## src/feedback_echo_delay_top_defines.svh

```systemverilog
// Assertion macros shared by the echo delay RTL.
`ifndef FEEDBACK_ECHO_DELAY_TOP_DEFINES_SVH
`define FEEDBACK_ECHO_DELAY_TOP_DEFINES_SVH

// Same-cycle implication, sampled on the rising clock edge, off during reset.
`define FED_ASSERT_SAME(label, ante, cons, msg) \
   label: assert property (@(posedge clock) disable iff (reset) (ante) |-> (cons)) \
      else $error(msg);

// Next-cycle implication, sampled on the rising clock edge, off during reset.
`define FED_ASSERT_NEXT(label, ante, cons, msg) \
   label: assert property (@(posedge clock) disable iff (reset) (ante) |=> (cons)) \
      else $error(msg);

`endif

```

## src/fed_fifo.sv

```systemverilog
// Small flop-based FIFO queue with power-of-two depth.
module fed_fifo #(
   parameter int WIDTH = 16,
   parameter int DEPTH = 4
) (
   input  logic             clock,
   input  logic             reset,
   input  logic             push,
   input  logic [WIDTH-1:0] push_data,
   input  logic             pop,
   output logic [WIDTH-1:0] pop_data,
   output logic             empty,
   output logic             full
);

   localparam int AW = $clog2(DEPTH);

   logic [WIDTH-1:0] mem_ff [DEPTH];
   logic [AW:0]      wr_ff, wr_in;
   logic [AW:0]      rd_ff, rd_in;

   assign empty    = (wr_ff == rd_ff);
   assign full     = (wr_ff[AW] != rd_ff[AW]) && (wr_ff[AW-1:0] == rd_ff[AW-1:0]);
   assign pop_data = mem_ff[rd_ff[AW-1:0]];
   assign wr_in    = push ? wr_ff + (AW+1)'(1) : wr_ff;
   assign rd_in    = pop  ? rd_ff + (AW+1)'(1) : rd_ff;

   always_ff @(posedge clock) begin
      if (reset) begin
         wr_ff <= '0;
         rd_ff <= '0;
      end else begin
         wr_ff <= wr_in;
         rd_ff <= rd_in;
      end
   end

   always_ff @(posedge clock) begin
      if (push) begin
         mem_ff[wr_ff[AW-1:0]] <= push_data;
      end
   end

endmodule

```

## config.mk

```make
export PLATFORM = sky130hd
export DESIGN_NAME = fed_fifo
export DESIGN_NICKNAME = d
export VERILOG_FILES = /design/src/feedback_echo_delay_top_defines.svh /design/src/fed_fifo.sv
export SDC_FILE = /design/constraint.sdc
export NUM_CORES = 1
export LEC_CHECK = 0
export BUFFER_PORTS_ARGS = -buffer_cell sky130_fd_sc_hd__buf_2
export CORE_UTILIZATION = 40
export CTS_CLUSTER_SIZE = 25
export DETAILED_ROUTE_END_ITERATION = 12
export PLACE_DENSITY_LB_ADDON = 0.3
export SYNTH_ARGS = -nofsm -noshare
export SYNTH_HDL_FRONTEND = slang
export SYNTH_SLANG_ARGS = --single-unit
```

## constraint.sdc

```tcl
create_clock -name clock -period 3 [get_ports clock]
set_clock_uncertainty 0.1 [all_clocks]
set_input_delay 0.9 -clock clock [delete_from_list [all_inputs] [get_ports clock]]
set_output_delay 0.9 -clock clock [all_outputs]
set_load 0.05 [all_outputs]
```

# --- Word level (Yosys, flattened, before mapping) ---
# Memory sizes are Yosys's and may differ from the RTL's. A register that Yosys moved wholly into a read port is not among the register bits.
# Index checks and enable logic that the tools add are counted.
op_classes:
  n_addsub: 2
  n_eq_ne: 3
  n_mux: 4
  reduce_logical: 1
ops:
  columns: ["operator", "n"]
  rows:
  - ["$add 3x1->3 const B", 2]
  - ["$mux 2", 2]
  - ["$eq 3x3->1", 1]
  - ["$eq 2x2->1", 1]
  - ["$mux 1", 2]
  - ["$logic_and 1x1->1", 1]
  - ["$ne 1x1->1", 1]
word_totals:
  regBits: 6
  ramBits: 64
  in_bits: 20
  output_inout_bits: 18
  memories: 1
memory_table:
  columns: ["name", "words", "word_bits", "read_ports", "rd_clocked_by_memory_dff", "write_ports", "line", "text"]
  rows:
  - ["mem_ff", 4, 16, 1, 1, 1, "fed_fifo.sv:18", "logic [WIDTH-1:0] mem_ff [DEPTH];"]

# --- Depth between registers and ports, before layout ---
logic_depth:
  ltp_word: 3
  ltp_mapped: 4

# --- Worst setup path after synthesis ---
# OpenSTA, ideal clock, no wires.
synth_path:
  path_type: "reg2out"
  start: "register wr_ff[0]"
  end: "output empty"
  arrival_time_ps: 1677
  slack_ps: 323
  path_stages_with_launch: 3
  cell_sequence: "dfxtp_1 xor2_1 nor3b_1"
synth_between:
  elab_chain_len: 1
synth_lines:
  columns: ["element", "line", "text"]
  rows:
  - ["from (decl)", "fed_fifo.sv:19", "logic [AW:0] wr_ff, wr_in;"]
  - ["from (signal assigned)", "fed_fifo.sv:33", "wr_ff <= wr_in;"]
  - ["$eq 3x3->1", "fed_fifo.sv:22", "assign empty = (wr_ff == rd_ff);"]
  - ["to (decl)", "fed_fifo.sv:12", "output logic empty,"]
# No other way between the ends.

==> results by group <==
Cells and area
  • Post-Layout Cell Count: 255
  • Area Growth Syn to Fin: 18.2%
  • Final core utilization: 50.0%
  • Layout cells sized above 1: 39.3%
  • Commonest non-fill, non-tap cell in the layout: edfxtp_1
  • Net count, final: between 150 and 200
  • Most frequent cells in the layout: 64 x edfxtp_1, 37 x buf_2, 10 x mux4_2
  • Fill cells: about 530
  • N_diodes: 0

Die
  • Initial Utilization: 42.3%
  • Die W: about 85 microns
  • Die Y: between 80 and 90 microns
  • Die area: 7200 sq um
  • I/O pin count: 38
  • CORE AREA: roughly 6500 sq um
  • FP Rows: 29

Detailed routing
  • Total Routed Length: between 4000 and 5000 microns
  • DR DRC count: 3
  • First drt pass iteration count: 8
  • Antenna Nets Post-Route: 0
  • Wire length per cell: between 15 and 20 microns
  • Initial DRC Count: slightly below 90
  • Vias: 1,277
  • Vias per cell: about 5

Global route
  • Total Routing Usage GR: 13.4%
  • First-pass GRT wire length: 6780 microns
  • Initial antenna violation count: 0
  • Total grt overflow: 0
  • Largest net degree at the start of global routing: 17
  • Vias in the first global route: 1,351

Timing
  • Final setup fails: 0
  • Relative max-transition margin: between 60% and 70%
  • Max Slew Vio Count: 0
  • Final worst-path cycle share: 92.4%
  • Unrepaired setup endpoints after global routing: false
  • Peak Freq: 361 MHz
  • Final min period: 2.77 ns
  • Endpoints failing hold: 0
  • Least-Margin Pin Slew: 0.598 ns
  • Worst hold slack: 0.469 ns
  • Setup TNS: 0 ns

Clock tree
  • Hold buffers post-CTS: 0
  • CTS tree: done
  • Post-CTS setup buffers: 0
  • Worst-Skew Late Latency: approximately 0.34 ns
  • Max clock buf depth: 2
  • Reg clk slew, reported paths: 0.07 ns
  • CTS root buf: clkbuf_8
  • H-tree depth: 3
  • Gates resized, CTS repair: 0
  • CTS Buf Count: 9
  • CTS sink cnt: 72

Logic synthesis
  • Syn avg cell area: approximately 22 sq um
  • Seq cells post-synth: 72
  • Area of the mapped netlist: roughly 2700 sq um
  • Post-Syn Instances: 124
  • Post-synthesis cell type count: 20
  • Syn nets: 149
  • Synth Warn #: 0
  • Sequential fraction of the synthesis area: 75.8%

Critical path
  • CP Max Fanout: 16
  • Delay-heaviest family, CP: multiplexers
  • Crit path arrival time: 1.77 ns
  • Startpoint Class: flip-flop
  • CP Cell Sequence: buf_4 -> mux4_1 -> buf_2
  • Worst Path Required: 2.00 ns
  • CP bufs+invs: 2
  • Critical path class: reg -> out
  • CP max-delay cell: mux4_1
  • CP max stage delay: 0.60 ns
  • Worst Reg-to-Reg Cells: 3
  • CP Depth: 3
  • CP Capture Type: output port

Outcome
  • Status: complete, but fails checks
  • Violated checks: DRC

Power
  • Leakage: 1.16 nW
  • PD cells: about 710 nW/um^2
  • Peak supply drop: 0.338 mV

Placed design
  • IO Port Bufs: 37
  • GPL Wtd Cong: 0.614
  • DPL Wire Length: 2840 microns
  • Dpl cells: 239

Min path
  • Hold path depth: 2
  • Hold Path Class: reg -> reg

Job
  • Max-Cap Viols: 0
worst reg2reg max path, stage by stage, from the launching register on:
cell	delay (ns)
dfxtp_1	0.44
ha_1	0.18
and2_1	0.51
buf_4	0.27
path summary, 6_finish.rpt:
| kind | end | slack, ns | startpoint |
|---|---|---|---|
| hold reg to reg | wr_ff[2]$_SDFFE_PP0P_ | 0.47 | wr_ff[2]$_SDFFE_PP0P_ |
| setup / recovery | pop_data[15] | 0.23 | flip-flop |
| setup reg to reg | mem_ff[1][4]$_DFFE_PP_ | 1.21 | wr_ff[0]$_SDFFE_PP0P_ |
| hold / removal | wr_ff[2]$_SDFFE_PP0P_ | 0.47 | wr_ff[2]$_SDFFE_PP0P_ |
sequential cells by signal (all words and copies together) (netlist names), named ones only:
register and count:
rd_ff 3, wr_ff 3, mem_ff 64
synth_stat cells:
cell type / n / area [sq um]
edfxtp_1: 64 / 1920
mux4_2: 10 / 225
dfxtp_1: 8 / 160
mux4_1: 6 / 158
ha_1: 5 / 62.6
nor2_1: 5 / 18.8
and2_1: 4 / 25.0
xnor2_1: 3 / 26.3
a21bo_2: 2 / 20.0
a21oi_1: 2 / 10.0
buf_2: 2 / 10.0
inv_1: 2 / 7.51
mux2i_1: 2 / 20.0
nand3b_1: 2 / 15.0
xor2_1: 2 / 17.5
buf_12: 1 / 20.0
buf_6: 1 / 11.3
clkbuf_1: 1 / 3.75
nor3_1: 1 / 5.00
nor3b_1: 1 / 7.51
through the flow:
step | area (sq um) | total power [W] | setup slack, ns
6_report | 3250 | 0.00231 | 0.227
5_1_grt | 3250 | 0.00240 | 0.123
4_1_cts | 3250 | 0.00234 | 0.177
3_5_place_dp | 3030 | 0.00152 | 0.563
3_3_place_gp | 3030 | 0.00151 | 0.573
2_1_floorplan | 2750 | 0.00143 | 0.323
cells by family after synthesis:
logic type	Yosys count	synth area share, %
multiplexers	18	14.7
AO/OA/AOI/OAI	4	1.09
buffers and inverters	7	1.91
adder cells (fa/ha/maj)	5	2.28
XOR/XNOR	5	1.60
AND/OR/NAND/NOR	13	2.60
flip-flops	72	75.8
cell type report:
cell class	count	area, sq um	area share (%)
clock buffers	9	124	3.82
clock inverters	7	95.1	2.93
inverters	2	7.51	0.231
multi-input cells	45	611	18.8
flip-flops and latches	72	2080	64.1
well taps	77	96.3	2.97
repair buffers	43	230	7.09
metal layers:
layer,track usage (%),vias to the layer above,part of all wire [%]
met3,4.47,7,4.6
met5,0,-,0
met4,8.32,0,2.0
met1,15.7,631,43
li1,-,606,-
met2,21.4,33,51
power breakdown:
group | leakage (nW) | switching, W | internal [W] | total (W)
registers | 0.654 | 0.0000151 | 0.00114 | 0.00116
logic | 0.399 | 0.000227 | 0.000103 | 0.000330
clock network | 0.111 | 0.000357 | 0.000469 | 0.000826
Power figures use the tool's default switching activity.
