[config.mk]
export PLATFORM = sky130hd
export DESIGN_NAME = fed_front
export DESIGN_NICKNAME = d
export VERILOG_FILES = /design/src/feedback_echo_delay_top_defines.svh /design/src/fed_pkg.sv /design/src/fed_front.sv
export SDC_FILE = /design/constraint.sdc
export NUM_CORES = 1
export LEC_CHECK = 0
export BUFFER_PORTS_ARGS = -buffer_cell sky130_fd_sc_hd__buf_2
export CORE_ASPECT_RATIO = 0.5
export CORE_MARGIN = 5
export CORE_UTILIZATION = 43
export CTS_CLUSTER_DIAMETER = 150
export DETAILED_ROUTE_END_ITERATION = 8
export PLACE_DENSITY = 0.79
export SLEW_MARGIN = 40
export SYNTH_ARGS = -nofsm -noshare
export SYNTH_HDL_FRONTEND = slang
export SYNTH_SLANG_ARGS = --single-unit
[constraint.sdc]
create_clock -name clock -period 2.25 [get_ports clock]
set_clock_uncertainty 0.1 [all_clocks]
set_input_delay 0.225 -clock clock [delete_from_list [all_inputs] [get_ports clock]]
set_output_delay 0.225 -clock clock [all_outputs]
set_load 0.1 [all_outputs]
[src/feedback_echo_delay_top_defines.svh]
// Assertion macros shared by the echo delay RTL.
`ifndef FEEDBACK_ECHO_DELAY_TOP_DEFINES_SVH
`define FEEDBACK_ECHO_DELAY_TOP_DEFINES_SVH

// Same-cycle implication, sampled on the rising clock edge, off during reset.
`define FED_ASSERT_SAME(label, ante, cons, msg) \
   label: assert property (@(posedge clock) disable iff (reset) (ante) |-> (cons)) \
      else $error(msg);

// Next-cycle implication, sampled on the rising clock edge, off during reset.
`define FED_ASSERT_NEXT(label, ante, cons, msg) \
   label: assert property (@(posedge clock) disable iff (reset) (ante) |=> (cons)) \
      else $error(msg);

`endif

[src/fed_pkg.sv]
// Shared constants and types of the feedback echo delay block.
package fed_pkg;

   localparam int STORE_DEPTH = 32768;
   localparam int SAMPLE_W    = 16;
   localparam int STORE_W     = 25;
   localparam int LAST_W      = 15;
   localparam int GAIN_W      = 8;
   localparam int CSR_IDX_W   = 2;
   localparam int CSR_DATA_W  = 15;
   localparam int CMD_DEPTH   = 4;
   localparam int RSP_DEPTH   = 8;

   localparam logic [LAST_W-1:0] LAST_RESET = 15'd11025;
   localparam logic [GAIN_W-1:0] GAIN_RESET = 8'd51;

   // saturation bounds of the sum, 8 fraction bits
   localparam logic signed [STORE_W:0] CLAMP_HI = 26'sd8388352;
   localparam logic signed [STORE_W:0] CLAMP_LO = -26'sd8388352;

   typedef enum logic [CSR_IDX_W-1:0] {
      CSR_DELAY_LAST = 2'd0,
      CSR_GAIN       = 2'd1,
      CSR_BYPASS     = 2'd2
   } csr_idx_type;

   typedef struct packed {
      logic                       bypass;
      logic signed [SAMPLE_W-1:0] sample;
   } fed_cmd_type;

endpackage

[src/fed_front.sv]
// Front end: accepts samples, tags each with its store index and, outside bypass, advances the pointer.
module fed_front #(
   parameter int STORE_DEPTH = fed_pkg::STORE_DEPTH
) (
   input  logic                           clock,
   input  logic                           reset,
   input  logic                           req_tvalid,
   output logic                           req_tready,
   input  logic [fed_pkg::SAMPLE_W-1:0]   req_tdata,
   input  logic [fed_pkg::LAST_W-1:0]     delay_last_index,
   input  logic                           bypass,
   input  logic                           clearing,
   input  logic                           cmd_full,
   output logic                           cmd_push,
   output logic [$clog2(STORE_DEPTH)-1:0] cmd_idx,
   output fed_pkg::fed_cmd_type           cmd
);

   localparam int AW = $clog2(STORE_DEPTH);
   localparam int CW = (AW > fed_pkg::LAST_W) ? AW : fed_pkg::LAST_W;
   localparam logic [CW-1:0] LAST_MAX = CW'(STORE_DEPTH - 1);

   logic [AW-1:0] ptr_ff, ptr_in;
   logic [CW-1:0] last_ext, last_eff, ptr_ext;

   assign last_ext = CW'(delay_last_index);
   assign last_eff = (last_ext > LAST_MAX) ? LAST_MAX : last_ext;
   assign ptr_ext  = CW'(ptr_ff);

   assign req_tready = !cmd_full && !clearing;
   assign cmd_push   = req_tvalid && req_tready;
   assign cmd_idx    = ptr_ff;
   assign cmd.bypass = bypass;
   assign cmd.sample = $signed(req_tdata);

   always_comb begin
      ptr_in = ptr_ff;
      if (cmd_push && !bypass) begin
         ptr_in = (ptr_ext < last_eff) ? ptr_ff + AW'(1) : '0;
      end
   end

   always_ff @(posedge clock) begin
      if (reset) begin
         ptr_ff <= '0;
      end else begin
         ptr_ff <= ptr_in;
      end
   end

endmodule

* Word level (Yosys, flattened, before mapping) *
Index checks and enable logic that the tools add are counted.

storage, ports and cells
  register bits after elaboration = 15
  output and inout port bits = 34
  word-level logic and storage cells = 12

operators by class
  $lt $le $gt $ge = 2
  muxes and demuxes = 2
  reductions and logical operators = 6
  $add $sub $neg = 1

operator list
  cell                                                              number
  15-bit two-way mux                                                2
  15-bit by 1-bit adder with 15-bit output (second input constant)  1
  15-bit greater-than comparator (second input constant)            1
  15-bit less-than comparator                                       1
  1-bit logical AND                                                 3
  1-bit logical NOT                                                 3

* Depth between registers and ports, before layout *
  depth after elaboration = 4
  mapped depth = 8
  depth with buffers taken out = 7

* Worst setup path before layout *
OpenSTA, ideal clock, no wires.

  path type = input to output
  start point = input port clearing
  end point = output port cmd_push
  cell stages on the path = 2
  buffers on the path = 0
  required time = 1.925 ns
  data arrival time = 2.410 ns
  slack = -0.485 ns
  cell sequence = nor2_1 -> and2_1

on the way
  cells in the longest elaborated chain, start to end = 3

ends and longest elaborated chain
  element            RTL line         RTL
  start, declared    fed_front.sv:12  input logic clearing,
  1-bit logical NOT  fed_front.sv:30  assign req_tready = !cmd_full && !clearing;
  1-bit logical AND  fed_front.sv:30
  1-bit logical AND  fed_front.sv:31  assign cmd_push = req_tvalid && req_tready;
  end, declared      fed_front.sv:14  output logic cmd_push,

No other way between the ends.

* Final worst setup path *
  start point = register ptr_ff[13], in the netlist cmd_idx[13]
  end point = register ptr_ff[1], in the netlist cmd_idx[1]

on the way
  cells in the longest elaborated chain, start to end = 2

ends and longest elaborated chain
  element                      RTL line         RTL
  start, declared              fed_front.sv:23  logic [AW-1:0] ptr_ff, ptr_in;
  start signal, assigned       fed_front.sv:47  ptr_ff <= ptr_in;
  15-bit less-than comparator  fed_front.sv:39  ptr_in = (ptr_ext < last_eff) ? ptr_ff + AW'(1) : '0;
  15-bit two-way mux           fed_front.sv:39

No other way between the ends.
A chain may end at the register's enable or synchronous reset.

==> out/qor.csv <==
metric,value,unit
placed standard-cell area,1343,um^2
#FFs+latches synth,15,
busiest grt layer,met2,
GR Util met1,16.51,%
largest net degree at the start of global routing,16,
Overflow after GRT,0,
Tightest Pin Transition,0.5057,ns
internal power,0.0004160,W
HPWL Detailed,2079,um
GRT met3 Usage,2.234,%
DRC Markers,0,
required time at the worst-slack endpoint,2.25,ns
"Seq/Total Area, Yosys",24.69,%
clock power share,38.4,%
hold path depth,0,
"Max FO, Critical Path",15,
TritonCTS Buffers,3,
post-route ant nets,0,
CTS tree,yes,
slew margin rel.,66.29,%
CORE AREA,2651,um^2
crit path DAT,2.04,ns
clock latency on the worst-skew pair,0.25,ns
setup_tns,0,ns
IO buf count,38,
type of the most critical hold path,in -> out,
Layout Area Growth over Synthesis,14.20,%
share of power burned in registers,47.6,%
Initial DRC Count,50,
CP Class,reg -> reg,
pwr dens,404.6,nW/um^2
Hold Path Sink,cmd[1],
"setup slack, reg-to-reg",0.21,ns
worst r2r path cells,5,
Sw Share,25.96,%
synthesized area per cell,8.446,um^2
Synth Cell Area,1216,um^2
Startpoint Class,flip-flop,
number of flip-flops in the largest register,15,
Tmin final,2.035,ns
DRT Pass-1 Iters,7,
syn_nets,196,
final setup vio count,0,
VDD IR max,0.0001774,V
Rows,13,
RR Startpoint,cmd_idx[13]$_SDFFE_PP0P_,
RSZ-0062 raised after global routing,no,
period utilization,90.46,%
reg2reg end,cmd_idx[1]$_SDFFE_PP0P_,
post-cts repair resize count,0,
die height,47.61,um
Max Root-Sink Buffers,2,
WL per Instance,13.02,um
NetSw,0.0001459,W
crit path capture type,flip-flop,
htree depth,1,
Layout Utilization,52.38,%
M2 GR Usage,22.69,%
Nets,221,
Syn Inst Count,144,
Final Hold Viols,0,
vias in the first global route,945,
clk sink count,15,
gr usage total,13.07,%
GPL Wtd Cong,0.8201,
initial antenna violation count,0,
Die X,85.21,um
first-pass GRT wire length,4209,um
"Hold-fix buffers, CTS",0,
final total power,0.0005619,W
leakage,0.6771,nW
Via density,5.068,
effective utilization at floorplan,45.87,%
max-slew violations,0,
final instance area,1389,um^2
Netlist cell types,31,
die area,4056,um^2
MaxCap Viol Count,0,
ANT cells,0,
outcome,finished clean,
DR vias,1039,
final WL,2670,um
share of post-route cells with drive strength above 1,38.10,%
most frequent cells in the layout,"38 x buf_2, 16 x inv_1, 15 x ha_1, 15 x dfxtp_2, 14 x nor4_1",
f_max,491.3,MHz
clk slew on worst S/H paths,0.06,ns
clock root buffer master,clkbuf_8,
min-delay src,req_tdata[1],
Logic pwr share,14.0,%
Post-CTS Setup Bufs,0,
yosys warns,0,
number of I/O pins,71,
"most common cell after layout, fill and taps aside",buf_2,
synthesized netlist by cell type:
cell type / n / area [um^2]
dfxtp_1: 15 / 300.3
or4_1: 2 / 15.01
nand4_2: 1 / 12.51
xnor2_1: 9 / 78.83
and2_1: 1 / 6.260
inv_1: 16 / 60.06
buf_6: 1 / 11.26
buf_4: 17 / 127.6
a21oi_1: 4 / 20.02
clkbuf_1: 2 / 7.510
o21ai_0: 1 / 5.000
nor2_1: 8 / 30.03
a211oi_1: 1 / 7.510
nand2b_1: 1 / 6.260
a31oi_1: 1 / 6.260
nor4_2: 1 / 12.51
nand3_1: 6 / 30.03
and4_1: 1 / 8.760
nor4b_4: 1 / 23.77
o21ai_1: 1 / 5.000
nor3_1: 1 / 5.000
xor2_1: 5 / 43.79
a21o_1: 2 / 15.01
nor2b_1: 1 / 6.260
nand2_1: 7 / 26.28
mux2i_1: 1 / 10.01
nand4_1: 5 / 31.28
ha_1: 15 / 187.7
nor4_1: 14 / 87.58
and3_1: 2 / 12.51
a21oi_4: 1 / 16.27
area by class of cell:
cell class / count / area [um^2]
Sequential cell: 15 / 319.1
Clock inverter: 1 / 5.005
Fill cell: 248 / 1262
Timing Repair Buffer: 40 / 205.2
Multi-Input combinational cell: 93 / 711.9
Inverter: 16 / 60.06
Tap cell: 37 / 46.29
Clock buffer: 3 / 41.29
worst max path at each step:
stage | from | end | depth (start not counted)
2_1_floorplan | clearing | cmd_push | 2
3_3_place_gp | clearing | cmd_idx[14]$_SDFFE_PP0P_ | 7
3_5_place_dp | clearing | cmd_idx[14]$_SDFFE_PP0P_ | 7
4_1_cts | cmd_idx[4]$_SDFFE_PP0P_ | cmd_idx[1]$_SDFFE_PP0P_ | 5
5_1_grt | cmd_idx[13]$_SDFFE_PP0P_ | cmd_idx[6]$_SDFFE_PP0P_ | 5
6_report | cmd_idx[13]$_SDFFE_PP0P_ | cmd_idx[1]$_SDFFE_PP0P_ | 5
worst max-delay path, cell delays in order, from the launching register on:
cell and delay (ns):
dfxtp_2 0.34, ha_1 0.31, nand3_1 0.11, or4_1 0.53, a21oi_4 0.37, nor4_1 0.13
cell families after synthesis:
family                   after synthesis  share of synthesized area [%]
AO/OA/AOI/OAI                         11                          6.173
flip-flops                            15                          24.69
multiplexers                           1                         0.8231
adder cells (fa/ha/maj)               15                          15.43
XOR/XNOR                              14                          10.08
AND/OR/NAND/NOR                       52                          25.82
buffers and inverters                 36                          16.98
stage by stage:
stage,worst slack (ns),hold WS (ns),cells
after floorplan,0.02260,0.3800,144
after global placement,0.1512,0.3512,201
after detailed placement,0.1670,0.3512,201
after CTS,0.2172,0.3512,205
after global routing,0.1091,0.3501,205
final,0.2146,0.3500,205
routing by layer:
layer | vias up | share of wire [%]
met5 | - | 0
met3 | 4 | 4.8
li1 | 538 | -
met2 | 24 | 47
met1 | 473 | 47
met4 | 0 | 0.90
power by group through the flow:
stage                     sequential (W)  clock, W  combinational (W)
after global placement          0.000273         0          0.0000770
after floorplan                 0.000279         0           0.000181
after global routing            0.000267  0.000231          0.0000864
final                           0.000268  0.000216          0.0000784
after detailed placement        0.000273         0          0.0000790
after CTS                       0.000268  0.000218          0.0000792
(Power assumes the default switching activity.)
