[config.mk]
export PLATFORM = sky130hd
export DESIGN_NAME = fed_back
export DESIGN_NICKNAME = d
export VERILOG_FILES = /design/src/feedback_echo_delay_top_defines.svh /design/src/fed_pkg.sv /design/src/fed_fifo.sv /design/src/fed_back.sv
export SDC_FILE = /design/constraint.sdc
export NUM_CORES = 1
export LEC_CHECK = 0
export BUFFER_PORTS_ARGS = -buffer_cell sky130_fd_sc_hd__buf_4
export CORE_AREA = 2 2 212 214
export DETAILED_ROUTE_END_ITERATION = 7
export DIE_AREA = 0 0 214 216
export PLACE_DENSITY_LB_ADDON = 0.08
export SKIP_LAST_GASP = 1
export SLEW_MARGIN = 20
export SYNTH_ARGS = -nofsm -noshare
export SYNTH_HDL_FRONTEND = slang
export SYNTH_HIERARCHICAL = 1
export SYNTH_SLANG_ARGS = --single-unit
export TNS_END_PERCENT = 50
[constraint.sdc]
create_clock -name clock -period 7 [get_ports clock]
set_clock_uncertainty 0.2 [all_clocks]
set_input_delay 1.4 -clock clock [delete_from_list [all_inputs] [get_ports clock]]
set_output_delay 1.4 -clock clock [all_outputs]
set_load 0.02 [all_outputs]
[src/feedback_echo_delay_top_defines.svh]
// Assertion macros shared by the echo delay RTL.
`ifndef FEEDBACK_ECHO_DELAY_TOP_DEFINES_SVH
`define FEEDBACK_ECHO_DELAY_TOP_DEFINES_SVH

// Same-cycle implication, sampled on the rising clock edge, off during reset.
`define FED_ASSERT_SAME(label, ante, cons, msg) \
   label: assert property (@(posedge clock) disable iff (reset) (ante) |-> (cons)) \
      else $error(msg);

// Next-cycle implication, sampled on the rising clock edge, off during reset.
`define FED_ASSERT_NEXT(label, ante, cons, msg) \
   label: assert property (@(posedge clock) disable iff (reset) (ante) |=> (cons)) \
      else $error(msg);

`endif

[src/fed_pkg.sv]
// Shared constants and types of the feedback echo delay block.
package fed_pkg;

   localparam int STORE_DEPTH = 32768;
   localparam int SAMPLE_W    = 16;
   localparam int STORE_W     = 25;
   localparam int LAST_W      = 15;
   localparam int GAIN_W      = 8;
   localparam int CSR_IDX_W   = 2;
   localparam int CSR_DATA_W  = 15;
   localparam int CMD_DEPTH   = 4;
   localparam int RSP_DEPTH   = 8;

   localparam logic [LAST_W-1:0] LAST_RESET = 15'd11025;
   localparam logic [GAIN_W-1:0] GAIN_RESET = 8'd51;

   // saturation bounds of the sum, 8 fraction bits
   localparam logic signed [STORE_W:0] CLAMP_HI = 26'sd8388352;
   localparam logic signed [STORE_W:0] CLAMP_LO = -26'sd8388352;

   typedef enum logic [CSR_IDX_W-1:0] {
      CSR_DELAY_LAST = 2'd0,
      CSR_GAIN       = 2'd1,
      CSR_BYPASS     = 2'd2
   } csr_idx_type;

   typedef struct packed {
      logic                       bypass;
      logic signed [SAMPLE_W-1:0] sample;
   } fed_cmd_type;

endpackage

[src/fed_fifo.sv]
// Small flop-based FIFO queue with power-of-two depth.
module fed_fifo #(
   parameter int WIDTH = 16,
   parameter int DEPTH = 4
) (
   input  logic             clock,
   input  logic             reset,
   input  logic             push,
   input  logic [WIDTH-1:0] push_data,
   input  logic             pop,
   output logic [WIDTH-1:0] pop_data,
   output logic             empty,
   output logic             full
);

   localparam int AW = $clog2(DEPTH);

   logic [WIDTH-1:0] mem_ff [DEPTH];
   logic [AW:0]      wr_ff, wr_in;
   logic [AW:0]      rd_ff, rd_in;

   assign empty    = (wr_ff == rd_ff);
   assign full     = (wr_ff[AW] != rd_ff[AW]) && (wr_ff[AW-1:0] == rd_ff[AW-1:0]);
   assign pop_data = mem_ff[rd_ff[AW-1:0]];
   assign wr_in    = push ? wr_ff + (AW+1)'(1) : wr_ff;
   assign rd_in    = pop  ? rd_ff + (AW+1)'(1) : rd_ff;

   always_ff @(posedge clock) begin
      if (reset) begin
         wr_ff <= '0;
         rd_ff <= '0;
      end else begin
         wr_ff <= wr_in;
         rd_ff <= rd_in;
      end
   end

   always_ff @(posedge clock) begin
      if (push) begin
         mem_ff[wr_ff[AW-1:0]] <= push_data;
      end
   end

endmodule

[src/fed_back.sv]
// Back end: store read-modify-write pipeline, clearing sweep and result queue.
module fed_back #(
   parameter int STORE_DEPTH = fed_pkg::STORE_DEPTH
) (
   input  logic                                clock,
   input  logic                                reset,
   input  logic [fed_pkg::GAIN_W-1:0]          gain_code,
   input  logic                                clear_start,
   output logic                                clearing,
   input  logic                                cmd_empty,
   input  logic [$clog2(STORE_DEPTH)-1:0]      cmd_idx,
   input  fed_pkg::fed_cmd_type                cmd,
   output logic                                cmd_pop,
   output logic                                ram_we,
   output logic [$clog2(STORE_DEPTH)-1:0]      ram_waddr,
   output logic [fed_pkg::STORE_W-1:0]         ram_wdata,
   output logic [$clog2(STORE_DEPTH)-1:0]      ram_raddr,
   input  logic signed [fed_pkg::STORE_W-1:0]  ram_rdata,
   output logic                                rsp_tvalid,
   input  logic                                rsp_tready,
   output logic [fed_pkg::SAMPLE_W-1:0]        rsp_tdata
);

   localparam int AW  = $clog2(STORE_DEPTH);
   localparam int SW  = fed_pkg::SAMPLE_W;
   localparam int TW  = fed_pkg::STORE_W;
   localparam int CRW = $clog2(fed_pkg::RSP_DEPTH + 1);

   // clearing sweep
   logic          clearing_ff, clearing_in;
   logic [AW-1:0] clr_addr_ff, clr_addr_in;

   // issue and credits
   logic           hazard, credit_ok, issue, rsp_pop, rsp_empty;
   logic [CRW-1:0] credits_ff, credits_in;

   // stage 1: store data arrives
   logic                 v1_ff, b1_ff;
   logic [AW-1:0]        i1_ff;
   logic signed [SW-1:0] x1_ff;
   logic signed [23:0]   xq;
   logic signed [TW:0]   sum_raw, sum_cl, y_round, t_full;

   // stage 2: feedback term
   logic                 v2_ff, b2_ff;
   logic [AW-1:0]        i2_ff;
   logic [SW-1:0]        y2_ff, y2_in;
   logic signed [TW-1:0] t2_ff;
   logic [TW-1:0]        t2_neg;
   logic [23:0]          mag;

   // stage 3: product
   logic          v3_ff, b3_ff, n3_ff;
   logic [AW-1:0] i3_ff;
   logic [SW-1:0] y3_ff;
   logic [31:0]   p3_ff;
   logic [TW-1:0] q0;
   logic [33:0]   r_full;

   // stage 4: divide-by-255 fix-up and write back
   logic          v4_ff, b4_ff, n4_ff;
   logic [AW-1:0] i4_ff;
   logic [SW-1:0] y4_ff;
   logic [23:0]   q4_ff, q;
   logic [11:0]   r4_ff;
   logic [12:0]   corr;
   logic [TW-1:0] fb;

   assign clearing = clearing_ff;

   always_comb begin
      clearing_in = clearing_ff;
      clr_addr_in = clr_addr_ff;
      if (clear_start) begin
         clearing_in = 1'b1;
         clr_addr_in = '0;
      end else if (clearing_ff) begin
         if (clr_addr_ff == AW'(STORE_DEPTH - 1)) begin
            clearing_in = 1'b0;
         end
         clr_addr_in = clr_addr_ff + AW'(1);
      end
   end

   // a non-bypass item waits while an earlier non-bypass one with the same index is still in flight
   assign hazard = !cmd.bypass && (
      (v1_ff && !b1_ff && i1_ff == cmd_idx) ||
      (v2_ff && !b2_ff && i2_ff == cmd_idx) ||
      (v3_ff && !b3_ff && i3_ff == cmd_idx) ||
      (v4_ff && !b4_ff && i4_ff == cmd_idx));
   assign credit_ok = credits_ff < CRW'(fed_pkg::RSP_DEPTH);
   assign issue     = !cmd_empty && !clearing_ff && !hazard && credit_ok;
   assign cmd_pop   = issue;
   assign ram_raddr = cmd_idx;
   assign rsp_pop   = rsp_tvalid && rsp_tready;

   always_comb begin
      unique case ({issue, rsp_pop})
         2'b10:   credits_in = credits_ff + CRW'(1);
         2'b01:   credits_in = credits_ff - CRW'(1);
         default: credits_in = credits_ff;
      endcase
   end

   // stage 1 datapath
   assign xq      = $signed({x1_ff, 8'd0});
   assign sum_raw = (TW+1)'(ram_rdata) + (TW+1)'(xq);
   always_comb begin
      if (sum_raw > fed_pkg::CLAMP_HI) begin
         sum_cl = fed_pkg::CLAMP_HI;
      end else if (sum_raw < fed_pkg::CLAMP_LO) begin
         sum_cl = fed_pkg::CLAMP_LO;
      end else begin
         sum_cl = sum_raw;
      end
   end
   assign y_round = sum_cl[TW] ? sum_cl + (TW+1)'(255) : sum_cl;
   assign t_full  = (TW+1)'(xq) + sum_cl;
   assign y2_in   = b1_ff ? x1_ff : y_round[23:8];

   // stage 2 datapath
   assign t2_neg = -t2_ff;
   assign mag    = t2_ff[TW-1] ? t2_neg[23:0] : t2_ff[23:0];

   // stage 3 datapath: q0 underestimates p/255 by at most a few units
   assign q0     = TW'(p3_ff[31:8]) + TW'(p3_ff[31:16]) + TW'(p3_ff[31:24]);
   assign r_full = 34'(p3_ff) + 34'(q0) - (34'(q0) << 8);

   // stage 4 datapath
   assign corr = (13'(r4_ff) + 13'd1 + 13'(r4_ff[11:8])) >> 8;
   assign q    = q4_ff + 24'(corr[4:0]);
   assign fb   = n4_ff ? -TW'(q) : TW'(q);

   assign ram_we    = clearing_ff || (v4_ff && !b4_ff);
   assign ram_waddr = clearing_ff ? clr_addr_ff : i4_ff;
   assign ram_wdata = clearing_ff ? '0 : fb;

   always_ff @(posedge clock) begin
      if (reset) begin
         clearing_ff <= 1'b1;
         clr_addr_ff <= '0;
         credits_ff  <= '0;
         v1_ff       <= 1'b0;
         v2_ff       <= 1'b0;
         v3_ff       <= 1'b0;
         v4_ff       <= 1'b0;
      end else begin
         clearing_ff <= clearing_in;
         clr_addr_ff <= clr_addr_in;
         credits_ff  <= credits_in;
         v1_ff       <= issue;
         v2_ff       <= v1_ff;
         v3_ff       <= v2_ff;
         v4_ff       <= v3_ff;
      end
   end

   always_ff @(posedge clock) begin
      x1_ff <= cmd.sample;
      i1_ff <= cmd_idx;
      b1_ff <= cmd.bypass;

      y2_ff <= y2_in;
      t2_ff <= t_full[TW-1:0];
      i2_ff <= i1_ff;
      b2_ff <= b1_ff;

      p3_ff <= 32'(mag) * 32'(gain_code);
      n3_ff <= t2_ff[TW-1];
      y3_ff <= y2_ff;
      i3_ff <= i2_ff;
      b3_ff <= b2_ff;

      q4_ff <= q0[23:0];
      r4_ff <= r_full[11:0];
      n4_ff <= n3_ff;
      y4_ff <= y3_ff;
      i4_ff <= i3_ff;
      b4_ff <= b3_ff;
   end

   fed_fifo #(
      .WIDTH (SW),
      .DEPTH (fed_pkg::RSP_DEPTH)
   ) u_rsp_fifo (
      .clock     (clock),
      .reset     (reset),
      .push      (v4_ff),
      .push_data (y4_ff),
      .pop       (rsp_pop),
      .pop_data  (rsp_tdata),
      .empty     (rsp_empty),
      .full      ()
   );

   assign rsp_tvalid = !rsp_empty;

endmodule

Word-level counts from Yosys, hierarchy flattened
Memories as Yosys holds them, arrays and structs flattened. A register that Yosys moved wholly into a read port is not among the register bits.
Index checks and enable logic that the tools add are counted.
{"block": "classes", "eq_ne": 8, "n_addsub": 17, "multipliers": 1, "n_reduce_logical": 28, "mux": 15, "order_cmp": 3}
{"op": "$eq A15 B15 Y1", "count": 4}
{"op": "$mux W26", "count": 2}
{"op": "$mux W25", "count": 2}
{"op": "$mux W24", "count": 2}
{"op": "$mul A24 B8 Y32", "count": 1}
{"op": "$add A25 B24 Y26", "count": 1}
{"op": "$gt A26 B24 Y1 const B", "count": 1}
{"op": "$lt A26 B24 Y1 const B", "count": 1}
{"op": "$add A24 B25 Y25", "count": 1}
{"op": "$neg A24 Y25", "count": 1}
{"op": "$add A24 B16 Y24", "count": 1}
{"op": "$add A24 B5 Y24", "count": 1}
{"op": "$add A24 B8 Y24", "count": 1}
{"op": "$add A24 B9 Y24 const B", "count": 1}
{"op": "$neg A24 Y24", "count": 1}
{"op": "$mux W16", "count": 1}
{"op": "$add A15 B1 Y15 const B", "count": 1}
{"op": "$eq A15 B15 Y1 const B", "count": 1}
{"op": "$mux W15", "count": 1}
{"op": "$add A12 B1 Y13 const B", "count": 1}
{"op": "$add A13 B4 Y13", "count": 1}
{"op": "$logic_and A1 B1 Y1", "count": 13}
{"op": "$add A12 B12 Y12", "count": 1}
{"op": "$add A4 B1 Y4 const B", "count": 3}
{"op": "other kinds (13)", "count": 28}
{"block": "totals", "in_bits": 70, "ff_bits": 255, "word_cells": 100, "out_inout_bits": 75, "memories": 1, "ramBits": 128}
{"memory": "u_rsp_fifo.mem_ff", "depth": 8, "width": 16, "rd": 1, "rd_ports_with_merged_regs": 1, "wr": 1, "line": "fed_fifo.sv:18", "text": "logic [WIDTH-1:0] mem_ff [DEPTH];"}

Depth between registers and ports, before layout
Gate-level depths: netlist (run 1).
{"block": "depth", "depth_word": 12, "ltp_mapped": 28, "mapped_depth_nobuf": 28}

Modules after synthesis
Netlist (run 1), hierarchy kept.
{"mod": "fed_back", "seq_area_each_um2": 4944.7, "cells_each": 2027, "area_each_um2": 18459.0, "n_inst": 1}
{"mod": "fed_fifo", "seq_area_each_um2": 4063.9, "cells_each": 242, "area_each_um2": 5403.9, "n_inst": 1}

Least setup slack after synthesis (run 1)
OpenSTA, ideal clock, no wires.
{"block": "synth_timing", "path_type": "input port to flip-flop", "startpoint": "input port ram_rdata[8] (netlist bit)", "endpoint": "register t2_ff[24]", "n_path_buf": 1, "path_stages": 27, "setup_time_ps": 122, "required_time_ps": 6678, "t_arrival_ps": 6697, "path_slack_ps": -19, "path_cell_list": "ha_1 fa_1 a211o_1 a2111oi_1 nor2_1 o311ai_0 nand3_1 nor4b_1 nand4_1 nand3_1 ha_1 clkbuf_1 a21oi_1 nand2b_1 ha_1 inv_1 fa_1 nor2b_1 nor3_1 o21bai_1 a21oi_1 o21ai_0 nand4_1 a31oi_1 a311oi_1 o21ai_0 xnor2_1"}
{"block": "synth_via", "elab_chain_cells": 5, "elab_cells_between_ends": 6, "cone_classes": "add/sub (2); order compare (2); mux (2)"}
{"element": "start: declaration", "line": "fed_back.sv:18", "text": "input logic signed [fed_pkg::STORE_W-1:0] ram_rdata,"}
{"element": "$add A25 B24 Y26 *", "line": "fed_back.sv:107", "text": "assign sum_raw = (TW+1)'(ram_rdata) + (TW+1)'(xq);"}
{"element": "$lt A26 B24 Y1", "line": "fed_back.sv:111", "text": "end else if (sum_raw < fed_pkg::CLAMP_LO) begin"}
{"element": "$mux W26", "line": "fed_back.sv:111"}
{"element": "$mux W26 *", "line": "fed_back.sv:109", "text": "if (sum_raw > fed_pkg::CLAMP_HI) begin"}
{"element": "$add A24 B25 Y25 *", "line": "fed_back.sv:118", "text": "assign t_full = (TW+1)'(xq) + sum_cl;"}
{"element": "net t_full[24]", "line": "fed_back.sv:42", "text": "logic signed [TW:0] sum_raw, sum_cl, y_round, t_full;"}
{"element": "end signal: assignment", "line": "fed_back.sv:164", "text": "t2_ff <= t_full[TW-1:0];"}
{"element": "end: declaration", "line": "fed_back.sv:48", "text": "logic signed [TW-1:0] t2_ff;"}
Mark *: on every way through the listed nets, which the timed path passes. The rest lies on a longest branch.
A chain may end at the register's enable or synchronous reset.

Final worst setup path (run 1)
{"block": "layout_timing", "startpoint": "register t2_ff[2]", "endpoint": "register p3_ff[30]"}
{"block": "layout_via", "elab_chain_cells": 3}
{"element": "$neg A24 Y24", "line": "fed_back.sv:122", "text": "assign t2_neg = -t2_ff;"}
{"element": "$mux W24 *", "line": "fed_back.sv:123", "text": "assign mag = t2_ff[TW-1] ? t2_neg[23:0] : t2_ff[23:0];"}
{"element": "$mul A24 B8 Y32 *", "line": "fed_back.sv:168", "text": "p3_ff <= 32'(mag) * 32'(gain_code);"}
{"element": "end signal: assignment", "line": "fed_back.sv:168"}
{"element": "end: declaration", "line": "fed_back.sv:56", "text": "logic [31:0] p3_ff;"}
Every way passes the cells marked *; elsewhere a longest branch is shown, timed or not.

==> key figures, run 1 <==
Setup path
  • R2R Path Start: t2_ff[2]
  • Worst path bufs/invs: 2
  • CP top delay family: simple AND/OR/NAND/NOR gates
  • R2R Path End: p3_ff[30]
  • CP dominant cell by count: fa_1
  • WS Path Type: register to register
  • Worst Reg-to-Reg Cells: 25
  • CP required: 7.28 ns
  • Crit path depth: 25
  • Worst setup SP type: register
  • Max incr delay on CP: 0.53 ns
  • Data arrival time of the worst path: 7.22 ns
  • Slowest CP cell: or4_4
  • Crit. End Element: register
  • Reg2reg setup slack: 0.06 ns
  • CP max FO: 5

Detailed routing
  • WL final: 51900 um
  • DRT iter0 DRCs: 978
  • Initial DRT Pass Iterations: 5
  • Via-per-instance ratio: 5.36
  • Vias after detailed routing: 16.5k
  • DR WL/cell: 16.9 um
  • DRC viols: 0
  • Antenna-violating nets left: 0

Layout
  • Layout Nets: 2818
  • P&R area growth vs syn: 15.1%
  • Antenna diodes: 0
  • Fin area: 27500 um^2
  • Multi-input logic area: 13800 um^2
  • Layout cells sized above 1: 0.154
  • Sequential cell area: 9010 um^2
  • Fillcell total: 3569

CTS
  • Root Buffer: clkbuf_16
  • CTS buffer count: 40
  • Worst-skew pair later-pin latency: 0.57 ns
  • Total clock sinks: 386
  • Worst-path clk slew: 0.06 ns
  • TritonCTS clock tree: built
  • Max clock buf depth: 3
  • H-tree Lvls: 2

GRT
  • Global-route wire length before repair: 85400 um
  • Largest net degree at the start of global routing: 54
  • GRT Resource Usage Total: 0.227
  • Initial antenna violation count: 1
  • Gr ovfl total: 0
  • Vias in the first global route: 16.6k

Floorplanning
  • Die area: 46200 um^2
  • Die H: 216 um
  • Rows: 77
  • Chip width: 214 um
  • Initial Util: 0.544
  • Core Area: 43800 um^2
  • I/O Pins: 145

STA
  • Period utilization: 0.991
  • Final setup viols: 0
  • Slew Limit Fails: 0
  • Final min period: 6.94 ns
  • Final Hold Violating Endpoints: 0
  • Relative slew slack: 0.335
  • Setup TNS: 0 ns
  • Worst Tran Pin Value: 0.997 ns
  • RSZ-0062 raised after global routing: true
  • Fmax: 0.144 GHz

Yosys
  • Syn_area_per_cell: 10.5 um^2
  • Synth warn: 6
  • Mapped Nets: 2630
  • Synth Instances: 2268
  • Post-synthesis cell area: 23900 um^2

Worst hold path
  • Hold crit path type: register to register
  • Hold Path Depth: 0
  • Hold endpoint: y3_ff[0]
  • Hold Path Origin: y2_ff[0]

Placement
  • Hpwl dp: 39200 um
  • DP Area: 25900 um^2
  • IO Port Bufs: 144
  • GPL Wtd Cong: 0.854

Status
  • Status: completed

Job
  • Max cap viols: 0
==> repair_timing <==
item | in CTS | in global routing
resized for setup | 8 | 37
pin swaps | 2 | 23
buffers inserted | 1 | 6
setup endpoints to repair | 3 | 27
hold buffers | 0 | 0
==> how the worst max path moves through the flow <==
stage                       startpoint   endpoint
after CTS                     t2_ff[1]  p3_ff[30]
after floorplan           ram_rdata[8]  t2_ff[24]
after detailed placement  ram_rdata[8]  t2_ff[24]
after global placement    ram_rdata[8]  t2_ff[24]
final                         t2_ff[2]  p3_ff[30]
after global routing          t2_ff[1]  p3_ff[30]
==> state kept, by name (all words and copies together) (netlist names), 12 cells and up, named ones only <==
register,count
i2_ff,15
i3_ff,15
u_rsp_fifo/mem_ff,128
x1_ff,16
p3_ff,32
clr_addr_ff,15
y3_ff,16
y4_ff,16
y2_ff,16
r4_ff,12
i4_ff,15
i1_ff,15
q4_ff,24
t2_ff,25
==> cell type report <==
cell class | count | area share
Tap cell | 592 | 0.0270
Clock inverter | 12 | 0.00547
Clock buffer | 61 | 0.0434
Sequential cell | 386 | 0.328
Multi-Input combinational cell | 1565 | 0.502
Inverter | 241 | 0.0329
Timing Repair Buffer | 222 | 0.0607
==> layer usage <==
layer  vias to the layer above  part of all wire  track usage
met5                         -                 0            0
met4                         0             0.018       0.0571
met3                        67             0.041       0.0331
met2                       316              0.46        0.368
met1                      8062              0.48        0.322
li1                       8060                 -            -
==> cells in the final DEF, fill, tap and decap left out, types with 12 or more instances in the layout <==
cell       instances
xor2_1            97
and2_1            86
fa_1             148
a21o_1            22
o21a_1            19
nor2_1           137
or3_1             22
nor4_1            15
buf_4            222
nand3_1           35
nor3_1            38
mux2_2            33
mux4_1            28
o21ai_0           63
inv_1            239
clkbuf_16         41
edfxtp_1         128
a21oi_1           73
nor2b_1           82
and3_1            12
dfxtp_1          256
nand2b_1          33
nand2_1          124
xnor2_1          135
ha_1             140
a31oi_1           15
o211ai_1          12
nand4_1           26
==> per-stage QoR <==
step	hold WS (ns)	cells	utilization	setup WS (ns)
3_5_place_dp	0.112	2999	0.590	-0.267
5_1_grt	0.131	3079	0.627	-0.159
4_1_cts	0.127	3073	0.621	-0.112
6_report	0.126	3079	0.627	0.0623
2_1_floorplan	0.110	2268	-	0.0304
3_3_place_gp	0.111	2999	0.590	-0.0896
Power of run 1 is not shown: default switching activity piles up to over one toggle a cycle in this logic, so the estimate is an artifact.
==> inputs of run 2 (changes only) <==
--- a/config.mk
+++ b/config.mk
@@ -6,6 +6,7 @@
 export NUM_CORES = 1
 export LEC_CHECK = 0
 export BUFFER_PORTS_ARGS = -buffer_cell sky130_fd_sc_hd__buf_4
+export CAP_MARGIN = 20
 export CORE_AREA = 2 2 212 214
 export DETAILED_ROUTE_END_ITERATION = 7
 export DIE_AREA = 0 0 214 216
==> constraint.sdc (replaced) <==
create_clock -name clock -period 7 [get_ports clock]
set_clock_uncertainty 0.2 [all_clocks]
set_input_delay 0.35 -clock clock [delete_from_list [all_inputs] [get_ports clock]]
set_output_delay 0.35 -clock clock [all_outputs]
set_load 0.02 [all_outputs]
==> run 2 against run 1 <==
Cell count grew 0.84%. Maximum frequency increased by 0.74%. Sequential share of layout area fell by 0.30 points. Critical path depth rose by 3. Wire length rose by 0.52%. Largest cell class unchanged. Critical endpoint unchanged. First-iteration DRC count up 8.6%. Global-route usage decreased by 0.097 points.
==> key figures, run 2 (synthesized netlist as in run 1, its figures left out) <==
Layout
  • Antenna diodes: 0 (unchanged)
  • Post-Layout Cell Count: 3105 (+0.84%)
  • P&R area growth vs syn: 16.2%
  • Max FFs per register: 128 (unchanged)
  • Most frequent cells in the layout: 255 x dfxtp_1, 238 x inv_1, 202 x buf_4, 147 x fa_1, 142 x ha_1
  • Fillcell total: 3606 (+1.0%)
  • Layout Nets: 2845 (+0.96%)
  • Layout cells sized above 1: 0.140 (-0.0147)
  • Most common cell after layout, fill and taps aside: dfxtp_1

CTS
  • Root Buffer: clkbuf_16
  • TritonCTS clock tree: built
  • H-tree Lvls: 2 (unchanged)
  • Total clock sinks: 386 (unchanged)
  • Max clock buf depth: 3 (unchanged)
  • Worst-skew pair later-pin latency: 0.57 ns (about the same)
  • Worst-path clk slew: 0.06 ns (about the same)
  • CTS buffer count: 41 (+2.5%)

STA
  • Final worst slack: 0.113 ns (+0.0512 ns)
  • RSZ-0062 raised after global routing: true
  • Slew Limit Fails: 0 (unchanged)
  • Fmax: 0.145 GHz (+0.74%)
  • Period utilization: 0.984 (-0.00731)
  • Final Hold Violating Endpoints: 0 (unchanged)
  • Final setup viols: 0 (unchanged)
  • Worst Tran Pin Value: 1.09 ns (+0.0901 ns)
  • Relative slew slack: 0.273 (-0.0624)
  • Final min period: 6.89 ns (-0.0512 ns)

GRT
  • Global-route wire length before repair: 85000 um (-0.49%)
  • Vias in the first global route: 16.7k (+0.72%)
  • Largest net degree at the start of global routing: 53 (-1.9%)
  • Gr ovfl total: 0 (unchanged)
  • Initial antenna violation count: 0 (-1)
  • GRT Resource Usage Total: 0.226 (-0.000971)

Setup path
  • Crit. End Element: register
  • Worst Reg-to-Reg Cells: 28 (+12%)
  • WS Path Type: register to register
  • Worst setup SP type: register
  • Max incr delay on CP: 0.55 ns (+0.02 ns)
  • Data arrival time of the worst path: 7.17 ns (-0.05 ns)
  • CP dominant cell by count: fa_1
  • Slowest CP cell: fa_1
  • CP required: 7.28 ns (about the same)
  • CP max FO: 4 (-1)

Placement
  • GPL Wtd Cong: 0.858 (+0.52%)
  • Cells after DPL: 2977 (-0.73%)
  • IO Port Bufs: 144 (unchanged)
  • Hpwl dp: 38800 um (-1.1%)
  • Place WS: -0.221 ns (+0.0453 ns)

Floorplanning
  • Die area: 46200 um^2 (unchanged)
  • Rows: 77 (unchanged)
  • I/O Pins: 145 (unchanged)
  • Die H: 216 um (unchanged)
  • Core Area: 43800 um^2 (unchanged)
  • Chip width: 214 um (unchanged)
  • Initial Util: 0.544 (unchanged)

Detailed routing
  • DR WL/cell: 16.8 um (-0.32%)
  • Via-per-instance ratio: 5.36 (about the same)
  • DRC viols: 0 (unchanged)
  • Initial DRT Pass Iterations: 5 (unchanged)
  • DRT iter0 DRCs: 1062 (+8.6%)
  • WL final: 52200 um (+0.52%)
  • Vias after detailed routing: 16.7k (+0.88%)
  • Antenna-violating nets left: 0 (unchanged)

Job
  • Max cap viols: 0 (unchanged)

Worst hold path
  • Hold crit path type: input pin to register
  • Hold Path Depth: 3 (+3)

Status
  • Status: completed
## run 2: changes by cell type in the layout (fill, tap and decap cells not counted), sizes merged
cell         change
dlygate4sd3     +43
buf             -17
clkbuf           -3
clkinv           +2
clkinvlp         +2
inv              -1
## run 2: final cells by class
class                   count  area, um^2  share of cell area
well taps                 592         741              0.0267
clock inverters            15         151             0.00546
inverters                 241         905              0.0326
multi-input cells        1565       13800               0.496
clock buffers              58        1160              0.0419
repair buffers            248        2000              0.0720
flip-flops and latches    386        9010               0.325
## run 2: worst max-delay path, delay by kind of cell (launching register included)
| kind | cells | cell delay [ns] |
|---|---|---|
| fa+ha+maj | 6 | 2.45 |
| simple gates | 10 | 2.20 |
| compound gates | 6 | 1.01 |
| xor+xnor | 2 | 0.36 |
| flops | 1 | 0.32 |
| buf+inv | 4 | 0.26 |
## run 2: routing by layer
| layer | routed length, um | up-vias | track usage |
|---|---|---|---|
| li1 | - | 8122 | - |
| met1 | 24500 | 8126 | 0.316 |
| met2 | 24600 | 345 | 0.376 |
| met3 | 2250 | 57 | 0.0316 |
| met4 | 788 | 0 | 0.0497 |
| met5 | 0 | - | 0 |
## run 2: through the flow
stage,cell area (um^2),hold slack (ns),setup TNS [ns],util
6_report,27700,0.0820,0,0.632
5_1_grt,27700,0.0998,-0.758,0.632
4_1_cts,27600,0.0598,0,0.630
3_5_place_dp,25700,0.112,-0.229,0.586
3_3_place_gp,25700,0.109,-0.0884,0.586
2_1_floorplan,23900,0.110,0,-
## run 2: path summary, 6_finish.rpt
check / from / to / slack, ns
setup reg to reg: t2_ff[1] / p3_ff[30] / 0.11
hold / removal: clear_start / clr_addr_ff[8] / 0.08
setup / recovery: t2_ff[1] / p3_ff[30] / 0.11
hold reg to reg: y2_ff[15] / y3_ff[15] / 0.12
## run 2: what timing repair did
action | 4_1_cts | 5_1_grt
hold endpoints to repair | 60 | 0
hold buffers | 43 | 0
endpoints found under the setup margin | 3 | 13
gates resized for setup | 23 | 13
buffers inserted | 11 | 2
pin swaps | 34 | 14
Power of run 2 is left out for the same reason.
==> inputs of run 3 (changes only) <==
--- a/config.mk
+++ b/config.mk
@@ -7,14 +7,13 @@
 export LEC_CHECK = 0
 export BUFFER_PORTS_ARGS = -buffer_cell sky130_fd_sc_hd__buf_4
 export CAP_MARGIN = 20
-export CORE_AREA = 2 2 212 214
+export CORE_AREA = 2 2 214 216
 export DETAILED_ROUTE_END_ITERATION = 7
-export DIE_AREA = 0 0 214 216
+export DIE_AREA = 0 0 216 218
 export PLACE_DENSITY_LB_ADDON = 0.08
 export SKIP_LAST_GASP = 1
 export SLEW_MARGIN = 20
 export SYNTH_ARGS = -nofsm -noshare
 export SYNTH_HDL_FRONTEND = slang
-export SYNTH_HIERARCHICAL = 1
 export SYNTH_SLANG_ARGS = --single-unit
 export TNS_END_PERCENT = 50
==> run 3 against run 2 <==
Synthesized cell count rose by 3.4%. Cell area rose by 0.78%. Clock-buffer cell count down 1. Non-clock buffer count is 27 lower. Critical endpoint is now p3_ff[31]. Sequential share of layout area decreased by 0.25 points. Critical path depth shrank 3. Die area rose by 1.9%. Global-route usage increased by 0.48 points. Maximum frequency is 1.7% higher. Utilization shrank 1.0 points. Critical path type unchanged.
==> key figures, run 3 <==
Status
  • Status: completed

Yosys
  • Most frequent cell after synthesis: dfxtp_1
  • Synth warn: 0 (-6)
  • Synth top area cells: dfxtp_1 21%, edfxtp_1 16%, fa_1 12%, ha_1 7.4%, xnor2_1 4.2%
  • Mapped Nets: 2706 (+2.9%)
  • Sequential area share after synthesis: 0.369
  • #FFs+latches synth: 386
  • Largest area contributor in the netlist: dfxtp_1
  • Post-synthesis cell area: 24400 um^2 (+2.2%)
  • Post-synth top area share: 0.212
  • Async SR Flop Fraction: 0
  • Commonest cells post-synth: 258 x dfxtp_1, 233 x inv_1, 149 x nor2_1, 148 x fa_1, 144 x ha_1
  • Syn_area_per_cell: 10.4 um^2 (-1.1%)
  • Yosys cell types: 89
  • EDFF count, synth: 128
  • Top_reg_cell synth: dfxtp_1
  • Synth Instances: 2344 (+3.4%)

Floorplanning
  • Core Area: 44900 um^2 (+2.4%)
  • Die H: 218 um (+0.93%)
  • I/O Pins: 145 (unchanged)
  • Initial Util: 0.543 (-0.00103)
  • Chip width: 216 um (+0.93%)
  • Die area: 47100 um^2 (+1.9%)
  • Rows: 78 (+1.3%)

STA
  • Slew Limit Fails: 0 (unchanged)
  • Final Hold Violating Endpoints: 0 (unchanged)
  • Worst Tran Pin Value: 1.09 ns (+0.00514 ns)
  • Final min period: 6.77 ns (-0.113 ns)
  • Final setup viols: 0 (unchanged)
  • Period utilization: 0.968 (-0.0161)
  • Fmax: 0.148 GHz (+1.7%)
  • RSZ-0062 raised after global routing: true
  • Final worst slack: 0.226 ns (+0.113 ns)
  • Hold WS: 0.0501 ns (-0.0319 ns)
  • Relative slew slack: 0.271 (-0.00186)

Detailed routing
  • DRC viols: 0 (unchanged)
  • DR WL/cell: 17.0 um (+1.4%)
  • DRT iter0 DRCs: 905 (-15%)
  • Antenna-violating nets left: 0 (unchanged)
  • Initial DRT Pass Iterations: 5 (unchanged)
  • WL final: 53600 um (+2.7%)
  • Vias after detailed routing: 17.1k (+2.8%)
  • Via-per-instance ratio: 5.44 (+1.4%)

Placement
  • Place WS: 0.0921 ns (+0.313 ns)
  • Hpwl dp: 39500 um (+1.8%)
  • IO Port Bufs: 144 (unchanged)
  • GPL Wtd Cong: 0.887 (+3.4%)

Setup path
  • Setup crit start: t2_ff[4]
  • WS Path Type: register to register
  • Crit. End Element: register
  • R2R Path Start: t2_ff[4]
  • Reg2reg setup slack: 0.23 ns (+0.11 ns)
  • Critical Path Sink: p3_ff[31]
  • Worst Reg-to-Reg Cells: 25 (-11%)
  • R2R Path End: p3_ff[31]
  • CP max FO: 6 (+2)
  • Worst setup SP type: register
  • CP required: 7.23 ns (-0.05 ns)
  • Data arrival time of the worst path: 7.00 ns (-0.17 ns)

GRT
  • Vias in the first global route: 17.2k (+2.8%)
  • Largest net degree at the start of global routing: 53 (unchanged)
  • Initial antenna violation count: 0 (unchanged)
  • GRT Resource Usage Total: 0.231 (+0.00477)
  • Gr ovfl total: 0 (unchanged)
  • Global-route wire length before repair: 88100 um (+3.6%)

CTS
  • CTS buffer count: 40 (-2.4%)
  • Total clock sinks: 386 (unchanged)
  • TritonCTS clock tree: built
  • Worst-path clk slew: 0.06 ns (about the same)
  • Max clock buf depth: 3 (unchanged)
  • Worst-skew pair later-pin latency: 0.56 ns (about the same)
  • Root Buffer: clkbuf_16
  • H-tree Lvls: 2 (unchanged)

Layout
  • Most frequent cells in the layout: 254 x dfxtp_1, 230 x inv_1, 178 x buf_4, 148 x fa_1, 145 x nor2_1
  • Antenna diodes: 0 (unchanged)
  • Layout cells sized above 1: 0.145 (+0.00532)
  • Layout Nets: 2877 (+1.1%)
  • P&R area growth vs syn: 14.6%
  • Most common cell after layout, fill and taps aside: dfxtp_1
  • Max FFs per register: 128 (unchanged)

Worst hold path
  • Hold crit path type: input pin to register

Job
  • Max cap viols: 0 (unchanged)
## run 3: cell types whose count changed in the layout (fill, tap and decap cells not counted), moves of 10 or more
| cell | delta |
|---|---|
| nor2b_1 | +34 |
| and3_1 | +18 |
| xnor2_1 | -18 |
| buf_4 | -24 |
| and2_1 | -38 |
| mux4_2 | +28 |
| mux4_1 | -28 |
| nor3b_1 | +11 |
| nand2b_1 | +15 |
| nand2_1 | -10 |
## run 3: layer usage
layer / vias to the layer above / GRT usage / wire (um)
li1: 8350 / - / -
met1: 8285 / 0.318 / 24800
met3: 70 / 0.0307 / 2430
met5: - / 0 / 0
met4: 0 / 0.0546 / 1020
met2: 403 / 0.389 / 25400
## run 3: layout make-up
class                   instances  area [um^2]
fillers                      3736        17000
multi-input cells            1633        14300
flip-flops and latches        386         9010
repair buffers                221         1770
clock buffers                  57         1130
inverters                     233          875
well taps                     600          751
clock inverters                15          123
## run 3: worst max-delay path, cell delays in order (launching register included)
cell and delay, ns:
dfxtp_2 0.33, or3_4 0.39, or2_4 0.27, nor3_4 0.21
nand2b_1 0.11, nor4_2 0.30, nand2_1 0.18, o21ai_4 0.24
xnor2_4 0.17, and2_4 0.18, fa_1 0.44, fa_1 0.49
fa_1 0.50, inv_2 0.04, fa_1 0.52, inv_2 0.05
ha_4 0.23, a21o_1 0.16, a21oi_1 0.12, nor2_1 0.08
o41ai_2 0.40, a41oi_2 0.20, o2111ai_2 0.33, a31oi_4 0.14
nor4_2 0.26, a311oi_1 0.06
## run 3: how the worst min path moves through the flow
stage                 start         to  slack, ns  depth (start not counted)
5_1_grt        gain_code[0]   p3_ff[0]       0.03                          2
6_report       gain_code[0]   p3_ff[0]       0.05                          2
4_1_cts        gain_code[0]   p3_ff[0]       0.02                          2
2_1_floorplan         n3_ff      n4_ff       0.11                          0
3_3_place_gp      y2_ff[14]  y3_ff[14]       0.11                          0
3_5_place_dp       y2_ff[9]   y3_ff[9]       0.11                          0
## run 3: stage by stage
stage	setup TNS, ns	instance area, um^2	util	instances
2_1_floorplan	0	24400	-	2344
3_3_place_gp	0	26000	0.579	3018
3_5_place_dp	0	26000	0.579	3018
4_1_cts	0	27600	0.616	3132
5_1_grt	-0.324	27900	0.622	3145
6_report	0	27900	0.622	3145
## run 3: logic make-up (layout without fill, tap and decap cells)
family / Yosys count / after routing / synth area share
xor+xnor: 224 / 224 / 0.0810
buf+inv: 325 / 526 / 0.0542
mux: 76 / 76 / 0.0493
flops: 386 / 386 / 0.369
compound gates: 351 / 351 / 0.101
fa+ha+maj: 292 / 292 / 0.195
simple gates: 690 / 690 / 0.149
## run 3: repair_timing
action	CTS	global route
setup buffers	0	12
hold buffers	42	0
endpoints found under the hold margin	59	0
resized for setup	0	37
endpoints found under the setup margin	0	9
Power of run 3 is left out for the same reason.
